--- src/bxc_pkg.sv ---
// Shared constants, request and status codes, and beat types for the character buffer.
`default_nettype none
package bxc_pkg;

  localparam int CAPACITY = 64;
  localparam int IDX_W    = $clog2(CAPACITY);
  localparam int LEN_W    = 7;
  localparam int POS_W    = 7;
  localparam int CHAR_W   = 8;
  localparam int GRP      = 8;
  localparam int NGROUPS  = (CAPACITY + GRP - 1) / GRP;

  localparam logic [2:0] REQ_APPEND = 3'd0;
  localparam logic [2:0] REQ_POP    = 3'd1;
  localparam logic [2:0] REQ_INSERT = 3'd2;
  localparam logic [2:0] REQ_ERASE  = 3'd3;
  localparam logic [2:0] REQ_READ   = 3'd4;
  localparam logic [2:0] REQ_CLEAR  = 3'd5;

  localparam logic [1:0] ST_OK    = 2'd0;
  localparam logic [1:0] ST_RANGE = 2'd1;
  localparam logic [1:0] ST_FULL  = 2'd2;
  localparam logic [1:0] ST_EMPTY = 2'd3;

  typedef struct packed {
    logic [2:0]        req_type;
    logic [POS_W-1:0]  position;
    logic [CHAR_W-1:0] char_value;
  } in_t;

  typedef struct packed {
    logic [CHAR_W-1:0] read_char;
    logic [CHAR_W-1:0] first_char;
    logic [CHAR_W-1:0] last_char;
    logic [LEN_W-1:0]  length_now;
    logic              is_empty;
    logic [1:0]        status;
  } out_t;

  typedef struct packed {
    logic              ins;
    logic              ers;
    logic [POS_W-1:0]  pos;
    logic [LEN_W-1:0]  len;
    logic [CHAR_W-1:0] ch;
  } cmd_t;

  typedef struct packed {
    logic             rd_en;
    logic [IDX_W-1:0] rd_idx;
    logic             last_en;
    logic [IDX_W-1:0] last_idx;
  } sel_t;

endpackage
`default_nettype wire

--- src/bxc_cell.sv ---
// One character cell of the buffer chain with its read and last-character masks.
`default_nettype none
module bxc_cell (
  input  wire                          clk,
  input  bxc_pkg::cmd_t                cmd,
  input  bxc_pkg::sel_t                sel,
  input  wire  [bxc_pkg::IDX_W-1:0]    idx,
  input  wire  [bxc_pkg::CHAR_W-1:0]   lower_data,
  input  wire  [bxc_pkg::CHAR_W-1:0]   upper_data,
  output logic [bxc_pkg::CHAR_W-1:0]   data,
  output logic [bxc_pkg::CHAR_W-1:0]   rd_mask,
  output logic [bxc_pkg::CHAR_W-1:0]   last_mask
);
  import bxc_pkg::*;

  logic [CHAR_W-1:0] data_r, data_nxt;
  logic [CHAR_W-1:0] rd_mask_r, rd_mask_nxt;
  logic [CHAR_W-1:0] last_mask_r, last_mask_nxt;
  logic [LEN_W-1:0]  idx_w;

  assign idx_w = LEN_W'(idx);

  always_comb begin
    data_nxt = data_r;
    if (cmd.ins) begin
      if (idx_w == LEN_W'(cmd.pos)) begin
        data_nxt = cmd.ch;
      end else if (idx_w > LEN_W'(cmd.pos) && idx_w <= cmd.len) begin
        data_nxt = lower_data;
      end
    end else if (cmd.ers) begin
      if (idx_w >= LEN_W'(cmd.pos) && (idx_w + LEN_W'(1)) < cmd.len) begin
        data_nxt = upper_data;
      end
    end
  end

  always_comb begin
    rd_mask_nxt   = (sel.rd_en && idx == sel.rd_idx) ? data_r : '0;
    last_mask_nxt = (sel.last_en && idx == sel.last_idx) ? data_r : '0;
  end

  always_ff @(posedge clk) begin
    data_r      <= data_nxt;
    rd_mask_r   <= rd_mask_nxt;
    last_mask_r <= last_mask_nxt;
  end

  assign data      = data_r;
  assign rd_mask   = rd_mask_r;
  assign last_mask = last_mask_r;

endmodule
`default_nettype wire

--- config.mk ---
export PLATFORM = sky130hd
export DESIGN_NAME = bxc_cell
export DESIGN_NICKNAME = d
export VERILOG_FILES = /design/src/bxc_pkg.sv /design/src/bxc_cell.sv
export SDC_FILE = /design/constraint.sdc
export NUM_CORES = 1
export LEC_CHECK = 0
export BUFFER_PORTS_ARGS = -buffer_cell sky130_fd_sc_hd__buf_4
export CAP_MARGIN = 20
export CORE_MARGIN = 1
export CORE_UTILIZATION = 45
export CTS_CLUSTER_SIZE = 20
export DETAILED_ROUTE_END_ITERATION = 7
export HOLD_SLACK_MARGIN = 0.03
export PLACE_DENSITY_LB_ADDON = 0.05
export SLEW_MARGIN = 5
export SYNTH_ARGS = -nofsm -noshare
export SYNTH_HDL_FRONTEND = slang
export SYNTH_SLANG_ARGS = --single-unit
--- constraint.sdc ---
create_clock -name clk -period 2.7 [get_ports clk]
set_clock_uncertainty 0.1 [all_clocks]
set_input_delay 0.405 -clock clk [delete_from_list [all_inputs] [get_ports clk]]
set_output_delay 0.405 -clock clk [all_outputs]
set_load 0.01 [all_outputs]
==> metrics.md <==
| Metric | Value |
|---|---|
| Status | completed |
| Final worst-path cycle share | 0.845 |
| Post-Syn Area | 1560 sq um |
| Routed vias | 1393 |
| Worst EP arrival | 2200 ps |
| Drc violations | 0 |
| Initial Util | 0.468 |
| Ports | 85 |
| Ys async rst share | 0 |
| DP Wirelength | 2960 microns |
| Hold path startpoint | upper_data[6] |
| Post-Route WL | 3450 microns |
| CP max stage cell | o221a_2 |
| Yosys Warn Count | 0 |
| Vias in the first global route | 1280 |
| Worst hold margin | 326 ps |
| Mapped Cells | 154 |
| Cell Rows | 21 |
| Netlist cell types | 30 |
| Largest net degree at the start of global routing | 19 |
| Non-Filler Instances | 285 |
| Antenna-violating nets left | 0 |
| Crit path kind | in2reg |
| Most frequent cells in the layout | buf_4 (84), ha_1 (20), and2_1 (16), dfxtp_1 (16), a21oi_1 (15) |
| First-pass GRT wire length | 5300 microns |
| Critical Path RT | 2620 ps |
| Diodes inserted | 0 |
| Total die area | 3710 sq um |
| Syn Nets | 235 |
| Setup violations, final | 0 |
| Initial antenna violation count | 0 |
| Peak supply drop | 0.265 mV |
| Total Neg Setup Slack | 0 ps |
| TritonCTS clock tree | yes |
| Worst Hold Class | in2reg |
| Leak | 0.00113 uW |
| Share of cells above drive strength 1 | 0.397 |
| Worst Setup End Kind | flop |
| Most common cell on crit path | ha_1 |
| Worst skew pair latency | 310 ps |
| Clock transition at the registers of the reported paths | 120 ps |
| Area contributors post-synth | dfxtp_1 (20%), ha_1 (16%), edfxtp_1 (15%) |
| Max-slew headroom | 0.720 |
| Placer congestion estimate | 0.824 |
| Post-synthesis sequential area ratio | 0.359 |
| Setup Fix Bufs, Post-CTS | 0 |
| H-tree depth | 1 |
| Post-synth EDFFs | 8 |
| RSZ-0062 raised after global routing | no |
| Number of I/O port buffers | 84 |
| Placed insts | 281 |
| Buf/Inv on CP | 1 |
| Synth Flop Type | dfxtp_1 |
| CP startpoint kind | input pin |
| GRT Total Usage | 0.191 |
| Number of hold violations in the final report | 0 |
| Post-route setup slack | 419 ps |
| Crit-path cells | buf_4 > ha_1 > xor2_1 > ha_1 > a21oi_1 > o21ai_0 > a21o_1 > a41oi_1 > o221a_2 |
| Post-CTS Hold Fix Bufs | 0 |
| Post-Place Worst Slack | 73.5 ps |
| Max incr delay on CP | 320 ps |
| Clock sinks | 24 |
| Fin crit period | 2280 ps |
| # nets final | 321 |
| Family with the most delay on the worst path | compound AO/OA/AOI/OAI gates |
| Vias/cell | 4.89 |
| Resize count post-CTS | 0 |
| Routed len/inst | 12.1 microns |
| CTS max path bufs | 2 |
| Seq cells post-synth | 24 |
| DIE WIDTH | 60.9 microns |
| Synthesis-to-finish area growth | 46.2% |
| Commonest non-fill, non-tap cell in the layout | buf_4 |
| Worst-path maximum fanout | 8 |
| P per Cell Area | 384 nW/um^2 |
| DRT Pass-1 Iters | 4 |
| Worst Setup SP | idx[0] |
| TritonCTS buffer count | 3 |
| Drt initial violations | 32 |
| Syn avg cell area | 10.1 sq um |
| Remaining Overflow, GRT | 0 |
| Measured slew at the worst slew-check pin | 417 ps |
| Largest area contributor in the netlist | dfxtp_1 |
| Root Driver | clkbuf_4 |
| Share of the synthesized area in the top cell type | 0.205 |
| Fmax | 0.438 GHz |
| Max-slew violations | 0 |
| Worst r2r src | data[7]$_DFFE_PP_ |
| Max-cap viol count | 0 |
| Chip height | 60.9 microns |
| CORE AREA | 3340 sq um |
-- layer usage --
layer	global-route usage	share of wire
met1	0.236	0.45
met2	0.349	0.48
met3	0.0320	0.071
met4	0.0390	0
met5	0	0
-- cells in the mapped netlist, types with 3 or more instances --
| cell type | count |
|---|---|
| nor2_1 | 11 |
| and2_1 | 16 |
| xnor2_1 | 8 |
| inv_1 | 12 |
| edfxtp_1 | 8 |
| nand2_1 | 3 |
| ha_1 | 20 |
| a21oi_1 | 15 |
| xor2_1 | 7 |
| mux2i_1 | 8 |
| nand3_1 | 7 |
| a21o_1 | 3 |
| dfxtp_1 | 16 |
-- report_power, final --
part / switching (uW) / internal, uW / total (uW)
logic: 103 / 126 / 230
clock network: 99.5 / 150 / 250
registers: 7.92 / 389 / 397
total: 211 / 665 / 876
-- worst min-delay path: cells and delay by family --
family	cells	cell delay, ps
AO/OA/AOI/OAI	1	110
buffers and inverters	1	80
AND/OR/NAND/NOR	1	30
-- kinds of logic after synthesis --
| group | Yosys count | synth area share |
|---|---|---|
| adders and majority gates | 20 | 0.160 |
| DFF | 24 | 0.359 |
| and+or+nand+nor | 49 | 0.212 |
| AOI/OAI and AO/OA | 22 | 0.0825 |
| muxes | 8 | 0.0512 |
| xor gates and xnor gates | 16 | 0.0945 |
| buffers and inverters | 15 | 0.0408 |
-- final timing paths --
kind                             end  slack, ps  cells past startpoint
min                data[6]$_DFFE_PP_        330                      3
min reg2reg  last_mask[5]$_SDFF_PN0_        410                      1
max reg2reg    rd_mask[7]$_SDFF_PN0_       1890                      1
max                data[4]$_DFFE_PP_        420                      9
-- per-stage QoR --
step | utilization | cell area [sq um] | total power (uW)
2_1_floorplan | - | 1560 | 518
3_3_place_gp | 0.669 | 2230 | 626
3_5_place_dp | 0.669 | 2230 | 637
4_1_cts | 0.685 | 2280 | 886
5_1_grt | 0.685 | 2280 | 928
6_report | 0.685 | 2280 | 876
-- registers in the layout, indices dropped and copies added, names as in the netlist --
name and count:
data 8, rd_mask 8, last_mask 8
-- layout make-up --
type	instances	area, sq um
fillers	268	1050
inverters	12	45.0
repair buffers	84	631
well taps	46	57.6
clock inverters	1	30.0
clock buffers	3	22.5
multi-input cells	115	938
flip-flops and latches	24	561
Power figures use the tool's default switching activity.
